--- config.mk ---
export PLATFORM = sky130hd
export DESIGN_NAME = efic_frame_check
export DESIGN_NICKNAME = d
export VERILOG_FILES = /design/src/rtl/efic_pkg.sv /design/src/rtl/efic_frame_check.sv
export SDC_FILE = /design/constraint.sdc
export NUM_CORES = 1
export LEC_CHECK = 0
export ABC_CLOCK_PERIOD_IN_PS = 4300
export BUFFER_PORTS_ARGS = -buffer_cell sky130_fd_sc_hd__buf_2
export CAP_MARGIN = 20
export CORE_MARGIN = 2
export CORE_UTILIZATION = 35
export DETAILED_ROUTE_END_ITERATION = 10
export SLEW_MARGIN = 20
export SYNTH_ARGS = -nofsm -noshare
export SYNTH_HDL_FRONTEND = slang
export SYNTH_SLANG_ARGS = --single-unit
export TNS_END_PERCENT = 30
--- constraint.sdc ---
create_clock -name clk -period 4.3 [get_ports clk]
set_input_delay 0.645 -clock clk [delete_from_list [all_inputs] [get_ports clk]]
set_output_delay 0.645 -clock clk [all_outputs]
set_load 0.05 [all_outputs]
--- src/rtl/efic_pkg.sv ---
// Shared constants and types for the event frame integrity checker.
// No dependencies; imported by the top level, efic_frame_check and the testbench.
`default_nettype none

package efic_pkg;

    localparam int POSITION_BITS_DEFAULT = 16;

    localparam logic [15:0] HEAD_MARK         = 16'h805a;
    localparam logic [15:0] TAIL_MARK         = 16'h8069;
    localparam logic [15:0] MIN_WORDS         = 16'd9;
    localparam logic [15:0] EVENT_WORDS_RESET = 16'd64;

    // Per-event verdict, as handed from the frame checker to the result register
    typedef struct packed {
        logic        head_error;
        logic        tail_error;
        logic        id_error;
        logic        pattern_error;
        logic [15:0] trigger_id;
    } efic_result_t;

endpackage

`default_nettype wire

--- src/rtl/efic_frame_check.sv ---
// Per-word frame checks: position counter, trigger id tracking and data pattern flags.
// Depends on efic_pkg.
`default_nettype none

module efic_frame_check
    import efic_pkg::*;
#(
    parameter int POSITION_BITS = POSITION_BITS_DEFAULT
)
(
    input  wire logic         clk,
    input  wire logic         rst_n,
    input  wire logic         step,
    input  wire logic [31:0]  data_word,
    input  wire logic [15:0]  event_words,
    output logic              last,
    output efic_result_t      result
);

    localparam int CMP_W = (POSITION_BITS > 16 ? POSITION_BITS : 16) + 1;

    logic [POSITION_BITS-1:0] pos_reg, pos_next;
    logic [15:0]              last_id_reg, last_id_next;
    logic                     id_seen_reg, id_seen_next;
    logic [15:0]              prev_half_reg, prev_half_next;
    logic                     head_flag_reg, head_flag_next;
    logic                     id_flag_reg, id_flag_next;
    logic                     pattern_flag_reg, pattern_flag_next;
    logic [15:0]              cur_id_reg, cur_id_next;

    logic [15:0]      hi;
    logic [15:0]      lo;
    logic [15:0]      len;
    logic [CMP_W-1:0] pos_w;
    logic [CMP_W-1:0] len_w;
    logic             at_head;
    logic             at_id;
    logic             at_first_data;
    logic             in_data;

    assign hi  = data_word[31:16];
    assign lo  = data_word[15:0];
    assign len = (event_words < MIN_WORDS) ? MIN_WORDS : event_words;

    assign pos_w = CMP_W'(pos_reg);
    assign len_w = CMP_W'(len);

    assign last          = (pos_w + CMP_W'(1)) >= len_w;
    assign at_head       = (pos_reg == '0);
    assign at_id         = (pos_reg == POSITION_BITS'(1));
    assign at_first_data = (pos_w == CMP_W'(4));
    assign in_data       = (pos_w >= CMP_W'(4)) && (pos_w <= (len_w - CMP_W'(5)));

    always_comb
    begin
        pos_next          = pos_reg;
        last_id_next      = last_id_reg;
        id_seen_next      = id_seen_reg;
        prev_half_next    = prev_half_reg;
        head_flag_next    = head_flag_reg;
        id_flag_next      = id_flag_reg;
        pattern_flag_next = pattern_flag_reg;
        cur_id_next       = cur_id_reg;

        if (step)
        begin
            if (at_head)
            begin
                head_flag_next    = (hi != HEAD_MARK);
                id_flag_next      = 1'b0;
                pattern_flag_next = 1'b0;
            end
            if (at_id)
            begin
                cur_id_next  = lo;
                // Compare without wrap: an id of zero never follows 0xffff
                id_flag_next = id_seen_reg
                    && ({1'b0, lo} != ({1'b0, last_id_reg} + 17'd1));
                last_id_next = lo;
                id_seen_next = 1'b1;
            end
            if (in_data)
            begin
                if (!at_first_data && (({1'b0, prev_half_reg} + 17'd1) != {1'b0, hi}))
                begin
                    pattern_flag_next = 1'b1;
                end
                if (({1'b0, hi} + 17'd1) != {1'b0, lo})
                begin
                    pattern_flag_next = 1'b1;
                end
                prev_half_next = lo;
            end
            pos_next = last ? '0 : pos_reg + POSITION_BITS'(1);
        end
    end

    always_ff @(posedge clk or negedge rst_n)
    begin
        if (!rst_n)
        begin
            pos_reg          <= '0;
            last_id_reg      <= '0;
            id_seen_reg      <= 1'b0;
            prev_half_reg    <= '0;
            head_flag_reg    <= 1'b0;
            id_flag_reg      <= 1'b0;
            pattern_flag_reg <= 1'b0;
            cur_id_reg       <= '0;
        end
        else
        begin
            pos_reg          <= pos_next;
            last_id_reg      <= last_id_next;
            id_seen_reg      <= id_seen_next;
            prev_half_reg    <= prev_half_next;
            head_flag_reg    <= head_flag_next;
            id_flag_reg      <= id_flag_next;
            pattern_flag_reg <= pattern_flag_next;
            cur_id_reg       <= cur_id_next;
        end
    end

    // Head, id and pattern words never share a beat with the last word
    assign result.head_error    = head_flag_reg;
    assign result.tail_error    = (lo != TAIL_MARK);
    assign result.id_error      = id_flag_reg;
    assign result.pattern_error = pattern_flag_reg;
    assign result.trigger_id    = cur_id_reg;

endmodule

`default_nettype wire

==> flow_summary.rst <==
.. list-table::
   :header-rows: 1

   * - Metric
     - Value
   * - Synthesized-area fraction occupied by and/or/nand/nor cells
     - a little under a quarter
   * - Share of the synthesized area in compound gates (AO/OA/AOI/OAI)
     - around 15%
   * - RR Endpoint
     - pos_reg[10]
   * - Cell family with most CP delay
     - simple AND/OR/NAND/NOR gates
   * - Largest net degree at the start of global routing
     - 53
   * - Syn_nets
     - slightly below 700
   * - Vias in the first global route
     - just under 5000
   * - Number of remaining DRC errors
     - 0
   * - Die extent in y
     - ~130 µm
   * - Start of the worst register-to-register path
     - pos_reg[2]
   * - Cell with the most instances on the worst path
     - sky130_fd_sc_hd__ha_1
   * - Via/cell ratio
     - 5.63
   * - Mean routed wirelength per cell
     - 17.4 µm
   * - Final WS setup
     - between 100 and 150 ps
   * - Clock transition time at the flip-flop clock pins of the worst setup and hold paths
     - approximately 70 ps
   * - Final clock period utilization by the worst path
     - 96.8%
   * - Slowest cell on the critical path
     - sky130_fd_sc_hd__o41a_1
   * - Total I/O pin count
     - 72
   * - Global-route usage over all layers
     - around a fifth
   * - Placement Setup Slack
     - -218 ps
   * - Main combinational cell family by area after synthesis
     - simple AND/OR/NAND/NOR gates
   * - Total Die Area
     - between 0.015 and 0.02 mm²
   * - Ratio of cells with drive above 1 in the final layout
     - between 20% and 30%
   * - Routed WL
     - about 15 mm
   * - Clk Latency, worst-skew pair
     - 300 ps
   * - Peak supply drop
     - around 0.26 mV
   * - Critical path buffer and inverter count
     - 2
   * - Global-route wire length before repair
     - between 20 and 25 mm
   * - Final sum of negative setup slack
     - 0 ps
   * - Register area share after synthesis
     - approximately 25%
   * - Port Buf Inserts
     - 71
   * - Setup slack of the worst register-to-register path
     - about 770 ps
   * - Placed cell count
     - 837
   * - Post CTS Setup Buffer Count
     - 0
   * - Post-cts hold buffer count
     - 0
   * - Class of the tightest hold or removal check
     - reg2reg
   * - Stages on the worst setup path
     - 20
   * - Number of register bits inferred by synthesis
     - between 50 and 60
   * - Clock tree from TritonCTS
     - done
   * - Synth Area in XOR/XNOR
     - between 10% and 20%
   * - Maximum fanout count along the critical path
     - 17
   * - Hold Violations, Final
     - 0
   * - Worst clock skew
     - approximately 5.5 ps
   * - Fraction of the core area covered by cells at the end of the flow
     - between 40% and 50%
   * - Category of the critical setup timing path
     - in2reg
   * - Setup repair after global routing missed its margin
     - true
   * - Static leakage
     - 2.62 nW
   * - Number of buffers on the longest clock path
     - 2
   * - Signal arrival time at the worst endpoint
     - ~4300 ps
   * - Number of vias after detailed routing
     - 4757
   * - Number of sinks handled by clock tree synthesis
     - 52
   * - Final slew viol count
     - 0
   * - Setup crit end kind
     - register
   * - Total number of placement rows
     - 44
   * - Max Freq
     - 0.240 GHz
   * - Antenna violations before repair
     - 0
   * - Worst Setup EP
     - prev_half_reg[8]
   * - Most area-consuming cells after synthesis
     - sky130_fd_sc_hd__dfrtp_1 (25%), sky130_fd_sc_hd__ha_1 (9.6%), sky130_fd_sc_hd__xnor2_1 (8.1%)
   * - Post-route cell area
     - ~0.006 mm²
   * - Number of distinct standard cells referenced by the synthesized netlist
     - 65
   * - Largest stage delay, worst path
     - roughly 430 ps
   * - Cell type with the largest total area after synthesis
     - sky130_fd_sc_hd__dfrtp_1
   * - Required time of the worst setup path
     - approximately 4500 ps
   * - Launch point of the worst path
     - event_words[8]
   * - Core ar.
     - around 0.015 mm²
   * - Post-synthesis mux area share
     - about 8.3%
   * - Max-capacitance violation count
     - 0
   * - Antenna diodes
     - 0
   * - Worst reg-to-reg path cell count
     - 12
   * - Time the final worst path needs with I/O delays and setup
     - between 4000 and 5000 ps
   * - Fraction of synthesized cell area taken by the top area cell type
     - between 20% and 30%
   * - Count of non-filler cells in the finished layout
     - ~850
   * - Average cell area after synthesis
     - just under 9 µm²
   * - Area overhead of the layout relative to synthesis
     - 15.1%
   * - Adder-cell share of the synthesized area
     - 9.61%
   * - Netlist Area Pre-Place
     - 0.00521 mm²
   * - Run status
     - finished clean
   * - Final RePlAce weighted congestion
     - approximately 0.89
   * - Horizontal die dimension
     - roughly 130 µm
   * - Slew Limit Headroom
     - 31.7%
   * - Worst slew pin tran
     - 1020 ps
   * - Number of enable flip-flop cells after synthesis
     - 0
   * - Effective utilization at floorplan
     - 35.8%
   * - CP Cell Sequence
     - buf_2, nor4_4, nand4_1, or3_4, nand2_1, ha_1, nor2b_1, nor2_1, nand2_2, nor4_2, xnor2_1, ha_1, a211o_1, o211ai_1, a21oi_1, o41a_1, o32ai_2, nand3_4, buf_12, mux2_4
   * - Antenna-violating nets left
     - 0
   * - Power density over cell area
     - approximately 500 mW/mm²
   * - Crit path launch type
     - input port
   * - Number of gates given a new drive strength after cts
     - 0
   * - Grt ovf
     - 0
   * - Starting DRT DRC Count
     - between 300 and 400
   * - Cells after Synth
     - slightly below 600
   * - Cell at the root of the clock tree
     - sky130_fd_sc_hd__clkbuf_16
   * - DRT Pass-1 Iters
     - 4
   * - Layout Nets
     - about 750
   * - Primary flip-flop cell chosen by synthesis mapping
     - sky130_fd_sc_hd__dfrtp_1
   * - Placed standard-cell area
     - about 0.006 mm²
   * - Yosys warning count
     - 0
   * - H-tree levels
     - 2
   * - Share of flip-flops with an asynchronous set or reset
     - 100%
   * - Setup Viol. Count Final
     - 0
   * - Clock buffer count from CTS
     - 5
   * - Half-perimeter wire length of the detailed placement result
     - around 12 mm
[per-layer routing]
layer | part of all wire, % | global-route usage [%] | vias to the layer above
met2 | 50 | 33.8 | 118
met1 | 44 | 23.3 | 2310
met5 | 0 | 0 | -
met3 | 4.3 | 2.55 | 18
met4 | 1.7 | 5.75 | 0
li1 | - | - | 2311
[how the worst min path moves through the flow]
stage | startpoint | end | slack [ps] | cells past startpoint
floorplan | rst_n | cur_id_reg[0] | 350 | 0
global placement | id_seen_reg | id_seen_reg | 430 | 2
detailed placement | id_seen_reg | id_seen_reg | 440 | 2
CTS | id_seen_reg | id_seen_reg | 460 | 2
global route | id_seen_reg | id_seen_reg | 480 | 2
finish | id_seen_reg | id_seen_reg | 460 | 2
[area by class of cell]
class                   count  area (µm²)
clock inverters             3        21.3
multi-input cells         481        3680
flip-flops and latches     52        1300
repair buffers             94         541
fillers                  1491        8540
inverters                  26        97.6
well taps                 184         230
clock buffers               5         125
[logic make-up (layout without fill, tap and decap cells)]
family / after synthesis / after routing
simple gates: 216 / 216
compound gates: 111 / 111
xor+xnor: 78 / 78
buf+inv: 59 / 128
flops: 52 / 52
fa+ha+maj: 40 / 40
mux: 36 / 36
[cell usage after synthesis, types with 3 or more instances]
library cell	number
sky130_fd_sc_hd__o2bb2ai_1	12
sky130_fd_sc_hd__nor2b_1	7
sky130_fd_sc_hd__nand3_1	29
sky130_fd_sc_hd__and3_1	7
sky130_fd_sc_hd__a31oi_1	4
sky130_fd_sc_hd__nor4_1	16
sky130_fd_sc_hd__xnor2_1	48
sky130_fd_sc_hd__dfrtp_1	52
sky130_fd_sc_hd__xor2_1	30
sky130_fd_sc_hd__buf_4	4
sky130_fd_sc_hd__o211ai_1	5
sky130_fd_sc_hd__o22ai_1	4
sky130_fd_sc_hd__a211oi_1	9
sky130_fd_sc_hd__o31ai_1	5
sky130_fd_sc_hd__nand2b_1	6
sky130_fd_sc_hd__nor3_1	11
sky130_fd_sc_hd__nor2_1	30
sky130_fd_sc_hd__ha_1	40
sky130_fd_sc_hd__a21oi_1	14
sky130_fd_sc_hd__a21o_1	9
sky130_fd_sc_hd__and2_1	6
sky130_fd_sc_hd__nand2_1	45
sky130_fd_sc_hd__buf_2	10
sky130_fd_sc_hd__mux2_4	9
sky130_fd_sc_hd__mux2_2	23
sky130_fd_sc_hd__and4_1	13
sky130_fd_sc_hd__nand4b_1	3
sky130_fd_sc_hd__nand4_1	17
sky130_fd_sc_hd__or3_1	5
sky130_fd_sc_hd__clkbuf_2	3
sky130_fd_sc_hd__inv_1	26
sky130_fd_sc_hd__mux2i_1	4
sky130_fd_sc_hd__clkbuf_1	15
sky130_fd_sc_hd__o21ai_1	3
sky130_fd_sc_hd__a211o_1	3
sky130_fd_sc_hd__o21ai_0	21
[through the flow]
step	total power, mW	hold WS [ps]
5_1_grt	3.20	484
4_1_cts	2.99	456
6_report	2.98	460
3_5_place_dp	2.57	438
3_3_place_gp	2.52	426
2_1_floorplan	2.18	349
[layout by cell type (no fill, tap or decap), types with 5 or more instances in the layout]
| cell | netlist | final |
|---|---|---|
| sky130_fd_sc_hd__and4_1 | 13 | 13 |
| sky130_fd_sc_hd__buf_2 | 10 | 71 |
| sky130_fd_sc_hd__and3_1 | 7 | 7 |
| sky130_fd_sc_hd__mux2_4 | 9 | 9 |
| sky130_fd_sc_hd__nor4_1 | 16 | 13 |
| sky130_fd_sc_hd__o21ai_0 | 21 | 20 |
| sky130_fd_sc_hd__nand4_1 | 17 | 17 |
| sky130_fd_sc_hd__nand2b_1 | 6 | 6 |
| sky130_fd_sc_hd__o31ai_1 | 5 | 5 |
| sky130_fd_sc_hd__nor3_1 | 11 | 11 |
| sky130_fd_sc_hd__xnor2_1 | 48 | 48 |
| sky130_fd_sc_hd__nor2b_1 | 7 | 7 |
| sky130_fd_sc_hd__o2bb2ai_1 | 12 | 12 |
| sky130_fd_sc_hd__buf_4 | 4 | 22 |
| sky130_fd_sc_hd__inv_1 | 26 | 26 |
| sky130_fd_sc_hd__a211oi_1 | 9 | 9 |
| sky130_fd_sc_hd__clkbuf_16 | 0 | 5 |
| sky130_fd_sc_hd__xor2_1 | 30 | 30 |
| sky130_fd_sc_hd__nand3_1 | 29 | 29 |
| sky130_fd_sc_hd__mux2_2 | 23 | 23 |
| sky130_fd_sc_hd__and2_1 | 6 | 6 |
| sky130_fd_sc_hd__dfrtp_1 | 52 | 52 |
| sky130_fd_sc_hd__o211ai_1 | 5 | 5 |
| sky130_fd_sc_hd__nor2_1 | 30 | 30 |
| sky130_fd_sc_hd__nand2_1 | 45 | 45 |
| sky130_fd_sc_hd__a21oi_1 | 14 | 14 |
| sky130_fd_sc_hd__ha_1 | 40 | 40 |
| sky130_fd_sc_hd__a21o_1 | 9 | 9 |
[worst register-to-register path, cell delays in order, from the launching register on]
cell	delay (ps)
sky130_fd_sc_hd__dfrtp_1	550
sky130_fd_sc_hd__and3_1	260
sky130_fd_sc_hd__and3_1	300
sky130_fd_sc_hd__nand4_1	320
sky130_fd_sc_hd__xnor2_1	330
sky130_fd_sc_hd__ha_1	290
sky130_fd_sc_hd__a21o_1	160
sky130_fd_sc_hd__a21o_1	190
sky130_fd_sc_hd__o2111ai_1	210
sky130_fd_sc_hd__o21ai_1	110
sky130_fd_sc_hd__buf_4	210
sky130_fd_sc_hd__or2_2	360
sky130_fd_sc_hd__o2bb2ai_1	160
[report_power, final]
group	switching [mW]	total [mW]	internal, mW
registers	0.311	0.988	0.677
clock network	0.194	0.411	0.217
logic	0.914	1.59	0.671
total	1.42	2.98	1.57
No activity file was read; power rests on OpenSTA's default activity.
